File: config.mk
export PLATFORM = sky130hd
export DESIGN_NAME = pulse_debounce_rate_rpm_meter
export DESIGN_NICKNAME = d
export VERILOG_FILES = /design/src/rtl/core/pdrm_pkg.sv /design/src/rtl/core/pulse_debounce_rate_rpm_meter.sv /design/src/rtl/core/pdrm_div.sv /design/src/rtl/core/pdrm_ring.sv
export SDC_FILE = /design/constraint.sdc
export NUM_CORES = 2
export LEC_CHECK = 0
export ABC_AREA = 0
export BUFFER_PORTS_ARGS = -buffer_cell sky130_fd_sc_hd__buf_2
export CAP_MARGIN = 20
export CORE_MARGIN = 10
export CORE_UTILIZATION = 58
export DETAILED_ROUTE_END_ITERATION = 12
export PLACE_DENSITY_LB_ADDON = 0.25
export SLEW_MARGIN = 20
export SYNTH_ARGS = -nofsm -noshare
export SYNTH_HDL_FRONTEND = slang
export SYNTH_SLANG_ARGS = --single-unit
File: constraint.sdc
create_clock -name clk -period 7.6 [get_ports clk]
set_input_delay 0.76 -clock clk [delete_from_list [all_inputs] [get_ports clk]]
set_output_delay 0.76 -clock clk [all_outputs]
set_load 0.005 [all_outputs]
File: src/rtl/core/pdrm_pkg.sv
// Shared widths, codes and types for the debounced tachometer edge counter.
`timescale 1ns / 1ps

package pdrm_pkg;

  localparam int TIME_W            = 32;
  localparam int DEB_W             = 16;
  localparam int PPR_W             = 16;
  localparam int OUT_W             = 16;
  localparam int CFG_AW            = 3;
  localparam int CFG_DW            = 32;
  localparam int HISTORY_DEPTH_DEF = 16;
  localparam int MAX_INTERVALS     = 5;

  // interval count and sum of up to MAX_INTERVALS 32-bit intervals
  localparam int KW   = $clog2(MAX_INTERVALS + 1);
  localparam int SUMW = TIME_W + KW;
  localparam int DENW = SUMW + PPR_W;
  // numerator holds 600000 * MAX_INTERVALS and 10000 * HISTORY_DEPTH
  localparam int NUMW = 24;

  localparam logic [NUMW-1:0]  RATE_SCALE = NUMW'(10000);
  localparam logic [NUMW-1:0]  RPM_SCALE  = NUMW'(600000);
  localparam logic [OUT_W-1:0] SAT_MAX    = OUT_W'(65535);

  localparam logic [DEB_W-1:0]  DEBOUNCE_RST  = DEB_W'(5);
  localparam logic [TIME_W-1:0] WINDOW_RST    = TIME_W'(1000);
  localparam logic [PPR_W-1:0]  PPR_RST       = PPR_W'(1);
  localparam logic [TIME_W-1:0] FRESHNESS_RST = TIME_W'(2000);

  typedef enum logic [CFG_AW-1:0] {
    REG_COUNT_FALLING  = 3'd0,
    REG_DEBOUNCE_MS    = 3'd1,
    REG_RATE_WINDOW_MS = 3'd2,
    REG_PULSES_PER_REV = 3'd3,
    REG_FRESHNESS_MS   = 3'd4
  } cfg_reg_t;

  typedef enum logic [3:0] {
    S_IDLE,
    S_UPD,
    S_INIT,
    S_RD,
    S_WALK,
    S_RATE,
    S_RATE_GO,
    S_RATE_WAIT,
    S_RPM,
    S_RPM_GO,
    S_RPM_WAIT,
    S_DONE
  } state_t;

  typedef struct packed {
    logic            start;
    logic [NUMW-1:0] num;
    logic [DENW-1:0] den;
  } div_req_t;

  typedef struct packed {
    logic            done;
    logic [NUMW-1:0] quo;
  } div_rsp_t;

endpackage

File: src/rtl/core/pulse_debounce_rate_rpm_meter.sv
// Top level: debounce, edge count, history walk and rate/RPM sequencer.
// Per input transfer the sequencer runs UPD and INIT, then RD and WALK for each of
//   W walked ring entries (at most max(edges in window + 1, MAX_INTERVALS + 1),
//   bounded by HISTORY_DEPTH), then the rate and rpm divisions on the shared
//   divider; a zero rate or rpm skips its division, and no new item is taken until
//   the result loads into the output register, which waits while an earlier result is unaccepted.
// Reset (rst_n low, synchronous): control, level state, counters and config go to
//   defaults; the edge-time memory is not cleared, the fill count masks it.
`timescale 1ns / 1ps

module pulse_debounce_rate_rpm_meter #(
  parameter int HISTORY_DEPTH = pdrm_pkg::HISTORY_DEPTH_DEF
) (
  input  logic                          clk,
  input  logic                          rst_n,
  input  logic                          cfg_we,
  input  logic [pdrm_pkg::CFG_AW-1:0]   cfg_addr,
  input  logic [pdrm_pkg::CFG_DW-1:0]   cfg_wdata,
  input  logic                          in_valid,
  output logic                          in_ready,
  input  logic                          in_raw_level,
  input  logic [pdrm_pkg::TIME_W-1:0]   in_now_ms,
  input  logic                          in_clear,
  output logic                          out_valid,
  input  logic                          out_ready,
  output logic                          out_edge_counted,
  output logic [pdrm_pkg::TIME_W-1:0]   out_hit_total,
  output logic [pdrm_pkg::OUT_W-1:0]    out_rate_x10,
  output logic [pdrm_pkg::OUT_W-1:0]    out_rpm_x10
);

  localparam int AW     = $clog2(HISTORY_DEPTH);
  localparam int CW     = $clog2(HISTORY_DEPTH + 1);
  localparam int TIME_W = pdrm_pkg::TIME_W;
  localparam int OUT_W  = pdrm_pkg::OUT_W;
  localparam int NUMW   = pdrm_pkg::NUMW;
  localparam int DENW   = pdrm_pkg::DENW;
  localparam int SUMW   = pdrm_pkg::SUMW;
  localparam int KW     = pdrm_pkg::KW;

  function automatic logic [OUT_W-1:0] sat16(input logic [NUMW-1:0] q);
    if (q > NUMW'(pdrm_pkg::SAT_MAX)) begin
      return pdrm_pkg::SAT_MAX;
    end
    return q[OUT_W-1:0];
  endfunction

  // configuration
  logic                        count_falling_r;
  logic [pdrm_pkg::DEB_W-1:0]  debounce_r;
  logic [TIME_W-1:0]           window_r;
  logic [pdrm_pkg::PPR_W-1:0]  ppr_r;
  logic [TIME_W-1:0]           fresh_r;

  always_ff @(posedge clk) begin
    if (!rst_n) begin
      count_falling_r <= 1'b0;
      debounce_r      <= pdrm_pkg::DEBOUNCE_RST;
      window_r        <= pdrm_pkg::WINDOW_RST;
      ppr_r           <= pdrm_pkg::PPR_RST;
      fresh_r         <= pdrm_pkg::FRESHNESS_RST;
    end else if (cfg_we) begin
      unique case (pdrm_pkg::cfg_reg_t'(cfg_addr))
        pdrm_pkg::REG_COUNT_FALLING:  count_falling_r <= cfg_wdata[0];
        pdrm_pkg::REG_DEBOUNCE_MS:    debounce_r      <= cfg_wdata[pdrm_pkg::DEB_W-1:0];
        pdrm_pkg::REG_RATE_WINDOW_MS: window_r        <= cfg_wdata[TIME_W-1:0];
        pdrm_pkg::REG_PULSES_PER_REV: ppr_r           <= cfg_wdata[pdrm_pkg::PPR_W-1:0];
        pdrm_pkg::REG_FRESHNESS_MS:   fresh_r         <= cfg_wdata[TIME_W-1:0];
        default: ;
      endcase
    end
  end

  // sequencer state
  pdrm_pkg::state_t state_r, state_nxt;

  logic              raw_r, raw_nxt;
  logic [TIME_W-1:0] now_r, now_nxt;
  logic              clr_r, clr_nxt;

  logic              started_r, started_nxt;
  logic              raw_last_r, raw_last_nxt;
  logic [TIME_W-1:0] changed_at_r, changed_at_nxt;
  logic              stable_r, stable_nxt;
  logic [TIME_W-1:0] hit_count_r, hit_count_nxt;
  logic [AW-1:0]     head_r, head_nxt;
  logic [CW-1:0]     fill_r, fill_nxt;
  logic              edge_r, edge_nxt;

  logic [CW-1:0]     i_r, i_nxt;
  logic [CW-1:0]     n_r, n_nxt;
  logic [CW-1:0]     avail_r, avail_nxt;
  logic              rate_on_r, rate_on_nxt;
  logic              rpm_on_r, rpm_on_nxt;
  logic              rpm_zero_r, rpm_zero_nxt;
  logic [TIME_W-1:0] prev_r, prev_nxt;
  logic [SUMW-1:0]   sum_r, sum_nxt;
  logic [KW-1:0]     k_r, k_nxt;
  logic [NUMW-1:0]   num_r, num_nxt;
  logic [DENW-1:0]   den_r, den_nxt;
  logic [OUT_W-1:0]  rate_r, rate_nxt;
  logic [OUT_W-1:0]  rpm_r, rpm_nxt;

  logic              out_valid_r, out_valid_nxt;
  logic              o_edge_r, o_edge_nxt;
  logic [TIME_W-1:0] o_hit_r, o_hit_nxt;
  logic [OUT_W-1:0]  o_rate_r, o_rate_nxt;
  logic [OUT_W-1:0]  o_rpm_r, o_rpm_nxt;

  // ring and divider hookup
  logic              wr_en;
  logic [AW-1:0]     rd_addr;
  logic [TIME_W-1:0] rd_data;
  logic [AW:0]       addr_sum;
  logic [AW:0]       addr_wrap;
  logic [TIME_W-1:0] cutoff;

  pdrm_pkg::div_req_t div_req;
  pdrm_pkg::div_rsp_t div_rsp;

  // entry i back from the newest sits at (head - 1 - i) mod depth
  assign addr_sum  = {1'b0, head_r} + (AW+1)'(HISTORY_DEPTH - 1) - (AW+1)'(i_r);
  assign addr_wrap = (addr_sum >= (AW+1)'(HISTORY_DEPTH)) ?
                     addr_sum - (AW+1)'(HISTORY_DEPTH) : addr_sum;
  assign rd_addr   = addr_wrap[AW-1:0];
  assign cutoff    = now_r - window_r;

  pdrm_ring #(
    .DEPTH (HISTORY_DEPTH)
  ) u_ring (
    .clk     (clk),
    .wr_en   (wr_en),
    .wr_addr (head_r),
    .wr_data (now_r),
    .rd_addr (rd_addr),
    .rd_data (rd_data)
  );

  assign div_req.start = (state_r == pdrm_pkg::S_RATE_GO) ||
                         (state_r == pdrm_pkg::S_RPM_GO);
  assign div_req.num   = num_r;
  assign div_req.den   = den_r;

  pdrm_div u_div (
    .clk   (clk),
    .rst_n (rst_n),
    .req   (div_req),
    .rsp   (div_rsp)
  );

  always_comb begin
    state_nxt      = state_r;
    raw_nxt        = raw_r;
    now_nxt        = now_r;
    clr_nxt        = clr_r;
    started_nxt    = started_r;
    raw_last_nxt   = raw_last_r;
    changed_at_nxt = changed_at_r;
    stable_nxt     = stable_r;
    hit_count_nxt  = hit_count_r;
    head_nxt       = head_r;
    fill_nxt       = fill_r;
    edge_nxt       = edge_r;
    i_nxt          = i_r;
    n_nxt          = n_r;
    avail_nxt      = avail_r;
    rate_on_nxt    = rate_on_r;
    rpm_on_nxt     = rpm_on_r;
    rpm_zero_nxt   = rpm_zero_r;
    prev_nxt       = prev_r;
    sum_nxt        = sum_r;
    k_nxt          = k_r;
    num_nxt        = num_r;
    den_nxt        = den_r;
    rate_nxt       = rate_r;
    rpm_nxt        = rpm_r;
    out_valid_nxt  = out_valid_r & ~out_ready;
    o_edge_nxt     = o_edge_r;
    o_hit_nxt      = o_hit_r;
    o_rate_nxt     = o_rate_r;
    o_rpm_nxt      = o_rpm_r;
    wr_en          = 1'b0;
    in_ready       = (state_r == pdrm_pkg::S_IDLE);

    unique case (state_r)
      pdrm_pkg::S_IDLE: begin
        if (in_valid) begin
          raw_nxt   = in_raw_level;
          now_nxt   = in_now_ms;
          clr_nxt   = in_clear;
          state_nxt = pdrm_pkg::S_UPD;
        end
      end

      pdrm_pkg::S_UPD: begin
        edge_nxt = 1'b0;
        if (clr_r) begin
          hit_count_nxt = '0;
          head_nxt      = '0;
          fill_nxt      = '0;
        end else if (!started_r) begin
          started_nxt    = 1'b1;
          raw_last_nxt   = raw_r;
          stable_nxt     = raw_r;
          changed_at_nxt = now_r;
        end else if (raw_r != raw_last_r) begin
          raw_last_nxt   = raw_r;
          changed_at_nxt = now_r;
        end else if (raw_r != stable_r &&
                     (now_r - changed_at_r) >= TIME_W'(debounce_r)) begin
          stable_nxt = raw_r;
          if (raw_r == ~count_falling_r) begin
            hit_count_nxt = hit_count_r + 1'b1;
            wr_en         = 1'b1;
            head_nxt      = (head_r == AW'(HISTORY_DEPTH - 1)) ? '0 : head_r + 1'b1;
            if (fill_r < CW'(HISTORY_DEPTH)) begin
              fill_nxt = fill_r + 1'b1;
            end
            edge_nxt = 1'b1;
          end
        end
        state_nxt = pdrm_pkg::S_INIT;
      end

      pdrm_pkg::S_INIT: begin
        i_nxt        = '0;
        n_nxt        = '0;
        k_nxt        = '0;
        sum_nxt      = '0;
        rate_on_nxt  = (fill_r != '0);
        rpm_on_nxt   = (fill_r >= CW'(2)) && (ppr_r != '0);
        rpm_zero_nxt = !((fill_r >= CW'(2)) && (ppr_r != '0));
        if (32'(fill_r) > 32'(pdrm_pkg::MAX_INTERVALS + 1)) begin
          avail_nxt = CW'(pdrm_pkg::MAX_INTERVALS + 1);
        end else begin
          avail_nxt = fill_r;
        end
        state_nxt = (fill_r != '0) ? pdrm_pkg::S_RD : pdrm_pkg::S_RATE;
      end

      pdrm_pkg::S_RD: begin
        state_nxt = pdrm_pkg::S_WALK;
      end

      pdrm_pkg::S_WALK: begin
        i_nxt = i_r + 1'b1;
        if (rate_on_r) begin
          if (rd_data >= cutoff) begin
            n_nxt = n_r + 1'b1;
          end
          rate_on_nxt = (rd_data >= cutoff) && (i_nxt < fill_r);
        end
        if (rpm_on_r) begin
          if (i_r == '0) begin
            prev_nxt = rd_data;
            if ((now_r - rd_data) > fresh_r) begin
              rpm_on_nxt   = 1'b0;
              rpm_zero_nxt = 1'b1;
            end else begin
              rpm_on_nxt = (i_nxt < avail_r);
            end
          end else if (rd_data > prev_r) begin
            rpm_on_nxt = 1'b0;
          end else begin
            // equal times are skipped and keep the previous time
            if (rd_data != prev_r) begin
              sum_nxt  = sum_r + SUMW'(prev_r - rd_data);
              k_nxt    = k_r + 1'b1;
              prev_nxt = rd_data;
            end
            rpm_on_nxt = (i_nxt < avail_r);
          end
        end
        state_nxt = (!rate_on_nxt && !rpm_on_nxt) ? pdrm_pkg::S_RATE : pdrm_pkg::S_RD;
      end

      pdrm_pkg::S_RATE: begin
        if (n_r == '0) begin
          rate_nxt  = '0;
          state_nxt = pdrm_pkg::S_RPM;
        end else if (window_r == '0) begin
          rate_nxt  = pdrm_pkg::SAT_MAX;
          state_nxt = pdrm_pkg::S_RPM;
        end else begin
          num_nxt   = NUMW'(n_r) * pdrm_pkg::RATE_SCALE;
          den_nxt   = DENW'(window_r);
          state_nxt = pdrm_pkg::S_RATE_GO;
        end
      end

      pdrm_pkg::S_RATE_GO: begin
        state_nxt = pdrm_pkg::S_RATE_WAIT;
      end

      pdrm_pkg::S_RATE_WAIT: begin
        if (div_rsp.done) begin
          rate_nxt  = sat16(div_rsp.quo);
          state_nxt = pdrm_pkg::S_RPM;
        end
      end

      pdrm_pkg::S_RPM: begin
        if (rpm_zero_r || k_r == '0) begin
          rpm_nxt   = '0;
          state_nxt = pdrm_pkg::S_DONE;
        end else begin
          num_nxt   = NUMW'(k_r) * pdrm_pkg::RPM_SCALE;
          den_nxt   = DENW'(sum_r) * DENW'(ppr_r);
          state_nxt = pdrm_pkg::S_RPM_GO;
        end
      end

      pdrm_pkg::S_RPM_GO: begin
        state_nxt = pdrm_pkg::S_RPM_WAIT;
      end

      pdrm_pkg::S_RPM_WAIT: begin
        if (div_rsp.done) begin
          rpm_nxt   = sat16(div_rsp.quo);
          state_nxt = pdrm_pkg::S_DONE;
        end
      end

      pdrm_pkg::S_DONE: begin
        // hold until the output register is free
        if (!out_valid_r || out_ready) begin
          out_valid_nxt = 1'b1;
          o_edge_nxt    = edge_r;
          o_hit_nxt     = hit_count_r;
          o_rate_nxt    = rate_r;
          o_rpm_nxt     = rpm_r;
          state_nxt     = pdrm_pkg::S_IDLE;
        end
      end

      default: state_nxt = pdrm_pkg::S_IDLE;
    endcase
  end

  always_ff @(posedge clk) begin
    if (!rst_n) begin
      state_r      <= pdrm_pkg::S_IDLE;
      started_r    <= 1'b0;
      raw_last_r   <= 1'b0;
      changed_at_r <= '0;
      stable_r     <= 1'b0;
      hit_count_r  <= '0;
      head_r       <= '0;
      fill_r       <= '0;
      out_valid_r  <= 1'b0;
    end else begin
      state_r      <= state_nxt;
      started_r    <= started_nxt;
      raw_last_r   <= raw_last_nxt;
      changed_at_r <= changed_at_nxt;
      stable_r     <= stable_nxt;
      hit_count_r  <= hit_count_nxt;
      head_r       <= head_nxt;
      fill_r       <= fill_nxt;
      out_valid_r  <= out_valid_nxt;
    end
  end

  always_ff @(posedge clk) begin
    raw_r      <= raw_nxt;
    now_r      <= now_nxt;
    clr_r      <= clr_nxt;
    edge_r     <= edge_nxt;
    i_r        <= i_nxt;
    n_r        <= n_nxt;
    avail_r    <= avail_nxt;
    rate_on_r  <= rate_on_nxt;
    rpm_on_r   <= rpm_on_nxt;
    rpm_zero_r <= rpm_zero_nxt;
    prev_r     <= prev_nxt;
    sum_r      <= sum_nxt;
    k_r        <= k_nxt;
    num_r      <= num_nxt;
    den_r      <= den_nxt;
    rate_r     <= rate_nxt;
    rpm_r      <= rpm_nxt;
    o_edge_r   <= o_edge_nxt;
    o_hit_r    <= o_hit_nxt;
    o_rate_r   <= o_rate_nxt;
    o_rpm_r    <= o_rpm_nxt;
  end

  assign out_valid        = out_valid_r;
  assign out_edge_counted = o_edge_r;
  assign out_hit_total    = o_hit_r;
  assign out_rate_x10     = o_rate_r;
  assign out_rpm_x10      = o_rpm_r;

  a_fill_bound: assert property (@(posedge clk) disable iff (!rst_n)
    fill_r <= CW'(HISTORY_DEPTH))
    else $error("ring fill count above depth");

  a_head_bound: assert property (@(posedge clk) disable iff (!rst_n)
    head_r <= AW'(HISTORY_DEPTH - 1))
    else $error("ring head out of range");

  a_clear_empties: assert property (@(posedge clk) disable iff (!rst_n)
    (state_r == pdrm_pkg::S_UPD && clr_r) |=> (fill_r == '0 && hit_count_r == '0))
    else $error("clear did not empty count and ring");

  a_div_done_wait: assert property (@(posedge clk) disable iff (!rst_n)
    div_rsp.done |-> (state_r == pdrm_pkg::S_RATE_WAIT || state_r == pdrm_pkg::S_RPM_WAIT))
    else $error("divider finished outside a wait state");

  a_edge_pushes: assert property (@(posedge clk) disable iff (!rst_n)
    (state_r == pdrm_pkg::S_UPD && edge_nxt) |-> wr_en)
    else $error("counted edge without a ring write");

endmodule

File: src/rtl/core/pdrm_div.sv
// Shared restoring divider, one quotient bit per cycle.
`timescale 1ns / 1ps

module pdrm_div (
  input  logic               clk,
  input  logic               rst_n,
  input  pdrm_pkg::div_req_t req,
  output pdrm_pkg::div_rsp_t rsp
);

  localparam int NUMW = pdrm_pkg::NUMW;
  localparam int DENW = pdrm_pkg::DENW;
  localparam int CNTW = $clog2(NUMW);

  logic            busy_r;
  logic            done_r;
  logic [CNTW-1:0] cnt_r;
  logic [NUMW-1:0] quo_r;
  logic [DENW-1:0] rem_r;
  logic [DENW-1:0] den_r;

  logic [DENW:0]   rem_sh;
  logic            fits;
  logic [DENW:0]   rem_sub;

  assign rem_sh  = {rem_r, quo_r[NUMW-1]};
  assign fits    = rem_sh >= {1'b0, den_r};
  assign rem_sub = rem_sh - {1'b0, den_r};

  always_ff @(posedge clk) begin
    if (!rst_n) begin
      busy_r <= 1'b0;
      done_r <= 1'b0;
      cnt_r  <= '0;
    end else begin
      done_r <= 1'b0;
      if (req.start) begin
        busy_r <= 1'b1;
        cnt_r  <= CNTW'(NUMW - 1);
      end else if (busy_r) begin
        cnt_r <= cnt_r - 1'b1;
        if (cnt_r == '0) begin
          busy_r <= 1'b0;
          done_r <= 1'b1;
        end
      end
    end
  end

  // dividend shifts out at the top while quotient bits shift in at the bottom
  always_ff @(posedge clk) begin
    if (req.start) begin
      quo_r <= req.num;
      rem_r <= '0;
      den_r <= req.den;
    end else if (busy_r) begin
      rem_r <= fits ? rem_sub[DENW-1:0] : rem_sh[DENW-1:0];
      quo_r <= {quo_r[NUMW-2:0], fits};
    end
  end

  assign rsp.done = done_r;
  assign rsp.quo  = quo_r;

endmodule

File: src/rtl/core/pdrm_ring.sv
// Ring of recent edge times: one write port, one registered read port.
`timescale 1ns / 1ps

module pdrm_ring #(
  parameter int DEPTH = pdrm_pkg::HISTORY_DEPTH_DEF
) (
  input  logic                         clk,
  input  logic                         wr_en,
  input  logic [$clog2(DEPTH)-1:0]     wr_addr,
  input  logic [pdrm_pkg::TIME_W-1:0]  wr_data,
  input  logic [$clog2(DEPTH)-1:0]     rd_addr,
  output logic [pdrm_pkg::TIME_W-1:0]  rd_data
);

  logic [pdrm_pkg::TIME_W-1:0] mem [DEPTH];
  logic [pdrm_pkg::TIME_W-1:0] rd_data_r;

  always_ff @(posedge clk) begin
    if (wr_en) begin
      mem[wr_addr] <= wr_data;
    end
    rd_data_r <= mem[rd_addr];
  end

  assign rd_data = rd_data_r;

endmodule

==> results.sh <==
export IMPL_outcome="finished, final reports clean"
export IMPL_worst_skew_pair_late_latency_ps=820
export IMPL_detail_route_wl_per_cell_um=22.9
export IMPL_p_per_area_nw_per_um2=215
export IMPL_floorplan_die_width_um=378
export IMPL_die_h_um=378
export IMPL_floorplan_rows=131
export IMPL_post_route_min_period_ps=7150
export IMPL_number_of_flip_flops_and_latches_in_the_synthesized_netlist=1145
export IMPL_timing_limited_maximum_frequency_mhz=140
export IMPL_drtAntennaViolNets=0
export IMPL_routabilityCongestion=1.02
export IMPL_path_class="flop to flop"
export IMPL_post_synth_top_area_fraction_pct=35.3
export IMPL_drt_iter0_markers=4633
export IMPL_synth_distinct_cells=94
export IMPL_cts_clk_slew_worst_paths_ps=60
export IMPL_placedCellCount=8611
export IMPL_final_nets=8104
export IMPL_vias=53300
export IMPL_fillCellCount=9880
export IMPL_synth_sequential_area_ratio_pct=42.5
export IMPL_max_slew_worst_pin_slew_ps=1040
export IMPL_final_setup_worst_slack_ps=446
export IMPL_ioPinCount=141
export IMPL_tritoncts="yes"
export IMPL_netlist_instances=6915
export IMPL_io_buffer_count=140
export IMPL_cts_path_max_buffers=3
export IMPL_clock_sinks=1145
export IMPL_finalHoldViolCount=0
export IMPL_irDropWorstVdd_v=0.000285
export IMPL_post_synth_cell_area_avg_sq_um=10.8
export IMPL_grt_max_degree=88
export IMPL_maxSlewViolCount=0
export IMPL_grt_total_usage_pct=28.3
export IMPL_whs_path_depth=1
export IMPL_worst_endpoint_arrival_ps=7640
export IMPL_place_hpwl_um=147000
export IMPL_vias_in_the_first_global_route=54200
export IMPL_design_die_area_sq_um=143000
export IMPL_drt_total_wl_um=203000
export IMPL_ys_warnings_count=0
export IMPL_netlist_top_cell_by_area="sky130_fd_sc_hd__edfxtp_1"
export IMPL_cts_root_buf="sky130_fd_sc_hd__clkbuf_16"
export IMPL_crit_fanout=21
export IMPL_ctsHtreeMaxLevel=3
export IMPL_floorplan_initialDensity_pct=58.4
export IMPL_postCtsHoldBufs=0
export IMPL_number_of_standard_cells_in_the_final_layout_excluding_fillers=8857
export IMPL_global_route_overflow_total=0
export IMPL_ys_dominant_reg_cell="sky130_fd_sc_hd__edfxtp_1"
export IMPL_syn_cell_area_sq_um=74500
export IMPL_post_placement_worst_setup_slack_ps=-106
export IMPL_ff2ff_path_depth=24
export IMPL_power_leakage_nw=33.0
export IMPL_worst_setup_ep_type="flop"
export IMPL_vias_per_cell=6.02
export IMPL_hold_path_class="primary input to flop"
export IMPL_maxCapViolations=0
export IMPL_final_setup_tns_ps=0
export IMPL_floorplan_core_area_sq_um=128000
export IMPL_max_slew_margin_pct=31.0
export IMPL_grt_antenna_before_repair=17
export IMPL_first_pass_iters=6
export IMPL_drc_errors=0
export IMPL_grt_first_pass_wirelength_um=314000
export IMPL_cp_start_kind="flop"
export IMPL_final_period_utilization_pct=94.1
export IMPL_number_of_synthesized_flops_with_an_enable_pin=877
export IMPL_fin_worst_skew_ps=103
export IMPL_post_route_cells_drive_above_1_share_pct=10.4
export IMPL_required_time_of_the_critical_path_ps=8090
export IMPL_tritoncts_num_buffers=117
export IMPL_proportion_of_synthesized_flip_flops_having_asynchronous_set_or_reset_pct=0
export IMPL_setup_viols_final=0
export IMPL_synthToLayoutAreaGrowth_pct=10.2
export IMPL_setup_repair_after_global_routing_missed_its_margin="false"
export IMPL_utilization_pct=64.4
export IMPL_synth_area_leaders="sky130_fd_sc_hd__edfxtp_1 (35%), sky130_fd_sc_hd__fa_1 (13%), sky130_fd_sc_hd__ha_1 (7.9%)"
[what timing repair did]
action,in CTS,in global routing
endpoints found under the setup margin,5,10
pin swaps,0,0
gates resized for setup,2,17
setup buffers,2,17
[placed cells by master, fill, tap and decap left out, types with 31 or more instances in the layout]
| master | n |
|---|---|
| sky130_fd_sc_hd__dfxtp_1 | 258 |
| sky130_fd_sc_hd__nor3_1 | 64 |
| sky130_fd_sc_hd__nand2b_1 | 60 |
| sky130_fd_sc_hd__edfxtp_1 | 877 |
| sky130_fd_sc_hd__fa_1 | 474 |
| sky130_fd_sc_hd__o21bai_1 | 46 |
| sky130_fd_sc_hd__clkbuf_16 | 119 |
| sky130_fd_sc_hd__and2_1 | 284 |
| sky130_fd_sc_hd__nand2_1 | 938 |
| sky130_fd_sc_hd__nor2_1 | 246 |
| sky130_fd_sc_hd__nor2b_1 | 41 |
| sky130_fd_sc_hd__a211oi_1 | 70 |
| sky130_fd_sc_hd__a21o_1 | 141 |
| sky130_fd_sc_hd__inv_1 | 826 |
| sky130_fd_sc_hd__mux2i_1 | 55 |
| sky130_fd_sc_hd__a21oi_1 | 451 |
| sky130_fd_sc_hd__buf_2 | 140 |
| sky130_fd_sc_hd__buf_4 | 194 |
| sky130_fd_sc_hd__o211ai_1 | 41 |
| sky130_fd_sc_hd__a31oi_1 | 59 |
| sky130_fd_sc_hd__xor2_1 | 78 |
| sky130_fd_sc_hd__nand3_1 | 107 |
| sky130_fd_sc_hd__o21ai_0 | 225 |
| sky130_fd_sc_hd__mux4_2 | 128 |
| sky130_fd_sc_hd__o31ai_1 | 31 |
| sky130_fd_sc_hd__ha_1 | 467 |
| sky130_fd_sc_hd__and3_1 | 47 |
| sky130_fd_sc_hd__nand4_1 | 39 |
| sky130_fd_sc_hd__o21a_1 | 83 |
| sky130_fd_sc_hd__or3_1 | 32 |
| sky130_fd_sc_hd__xnor2_1 | 153 |
[metal layers]
layer	GRT usage [%]	part of all wire, %	vias to the layer above
li1	-	-	24300
met1	37.7	41	26400
met2	45.7	46	2138
met3	6.58	8.9	449
met4	9.50	3.7	20
met5	0	0.065	-
[stage by stage]
stage	cell area, sq um	hold slack, ps	total power, mW
2_1_floorplan	74500	400	10.5
3_3_place_gp	77800	401	11.6
3_5_place_dp	77800	405	11.7
4_1_cts	81900	57.5	17.7
5_1_grt	82100	77.3	18.5
6_report	82100	113	17.7
[path summary, 6_finish.rpt]
| path | startpoint | endpoint | slack [ps] |
|---|---|---|---|
| max | ppr_r[1] | den_r[49] | 450 |
| min reg2reg | rpm_r[11] | out_rpm_x10[11] | 380 |
| min | in_now_ms[5] | now_r[5] | 110 |
| max reg2reg | ppr_r[1] | den_r[49] | 450 |
[state kept, by name, summed over array words and instances, names as in the netlist, 35 cells and up]
| name | flops |
|---|---|
| den_r | 51 |
| sum_r | 35 |
| u_div.den_r | 51 |
| u_div.rem_r | 51 |
| u_ring.mem | 512 |
[cell type report]
type / instances / area [sq um] / share of cell area (%)
multi-input cells: 4653 / 38800 / 47.3
diodes: 5 / 12.5 / 0.0152
well taps: 1662 / 2080 / 2.53
inverters: 829 / 3110 / 3.79
clock inverters: 71 / 911 / 1.11
flip-flops and latches: 1145 / 31700 / 38.6
clock buffers: 151 / 3190 / 3.88
repair buffers: 341 / 2290 / 2.79
[worst max-delay path, stage by stage, from the launching register on]
cell	delay (ps)
sky130_fd_sc_hd__dfxtp_1	410
sky130_fd_sc_hd__buf_4	330
sky130_fd_sc_hd__buf_4	300
sky130_fd_sc_hd__nand2_1	90
sky130_fd_sc_hd__fa_1	520
sky130_fd_sc_hd__fa_1	460
sky130_fd_sc_hd__fa_1	520
sky130_fd_sc_hd__inv_1	50
sky130_fd_sc_hd__fa_1	460
sky130_fd_sc_hd__fa_1	550
sky130_fd_sc_hd__inv_1	60
sky130_fd_sc_hd__fa_1	530
sky130_fd_sc_hd__inv_1	40
sky130_fd_sc_hd__ha_1	290
sky130_fd_sc_hd__buf_4	150
sky130_fd_sc_hd__a21o_1	170
sky130_fd_sc_hd__a21o_1	190
sky130_fd_sc_hd__a21oi_1	230
sky130_fd_sc_hd__and3b_1	210
sky130_fd_sc_hd__a211oi_2	270
sky130_fd_sc_hd__a21oi_1	160
sky130_fd_sc_hd__o2111a_1	330
sky130_fd_sc_hd__o31ai_1	340
sky130_fd_sc_hd__a21o_1	160
sky130_fd_sc_hd__a21oi_1	50
[logic make-up (layout without fill, tap and decap cells)]
family                   count (synthesis)  in the layout  synth area share (%)
AND/OR/NAND/NOR                       1972           1972                  12.5
other                                    1              7               0.00503
buffers and inverters                 1118           1392                  5.72
XOR/XNOR                               234            234                  2.75
multiplexers                           187            187                  4.67
adder cells (fa/ha/maj)                943            943                  20.6
AO/OA/AOI/OAI                         1315           1315                  11.2
flip-flops                            1145           1145                  42.5
[cells in the mapped netlist (9+ instances only)]
| cell type | instances |
|---|---|
| sky130_fd_sc_hd__fa_1 | 475 |
| sky130_fd_sc_hd__a21o_1 | 141 |
| sky130_fd_sc_hd__a311oi_1 | 9 |
| sky130_fd_sc_hd__o21bai_1 | 46 |
| sky130_fd_sc_hd__buf_1 | 23 |
| sky130_fd_sc_hd__o211ai_1 | 41 |
| sky130_fd_sc_hd__mux4_2 | 128 |
| sky130_fd_sc_hd__and2_1 | 285 |
| sky130_fd_sc_hd__nand2b_1 | 61 |
| sky130_fd_sc_hd__inv_1 | 828 |
| sky130_fd_sc_hd__nor4b_1 | 10 |
| sky130_fd_sc_hd__a21oi_1 | 453 |
| sky130_fd_sc_hd__and3_1 | 47 |
| sky130_fd_sc_hd__nor3_1 | 68 |
| sky130_fd_sc_hd__o41ai_1 | 11 |
| sky130_fd_sc_hd__nand3_1 | 108 |
| sky130_fd_sc_hd__and4_1 | 15 |
| sky130_fd_sc_hd__ha_1 | 468 |
| sky130_fd_sc_hd__o21ai_0 | 229 |
| sky130_fd_sc_hd__xnor2_1 | 155 |
| sky130_fd_sc_hd__o2111ai_1 | 11 |
| sky130_fd_sc_hd__or2_2 | 14 |
| sky130_fd_sc_hd__a211o_1 | 9 |
| sky130_fd_sc_hd__o21a_1 | 83 |
| sky130_fd_sc_hd__mux2i_1 | 55 |
| sky130_fd_sc_hd__edfxtp_1 | 877 |
| sky130_fd_sc_hd__or3_1 | 32 |
| sky130_fd_sc_hd__dfxtp_1 | 268 |
| sky130_fd_sc_hd__nor2_1 | 248 |
| sky130_fd_sc_hd__o31ai_1 | 33 |
| sky130_fd_sc_hd__a31oi_1 | 61 |
| sky130_fd_sc_hd__a211oi_1 | 71 |
| sky130_fd_sc_hd__nor2b_1 | 41 |
| sky130_fd_sc_hd__or4_1 | 14 |
| sky130_fd_sc_hd__nor4_1 | 24 |
| sky130_fd_sc_hd__a31o_2 | 9 |
| sky130_fd_sc_hd__nand4_1 | 39 |
| sky130_fd_sc_hd__clkbuf_1 | 252 |
| sky130_fd_sc_hd__xor2_1 | 79 |
| sky130_fd_sc_hd__a21boi_0 | 10 |
| sky130_fd_sc_hd__nand2_1 | 938 |
[report_power, final]
part           total, mW  switching [mW]  internal [mW]
Sequential          7.20           0.238           6.96
Clock               6.03            2.59           3.44
Combinational       4.43            2.62           1.81
(Power assumes the default switching activity.)
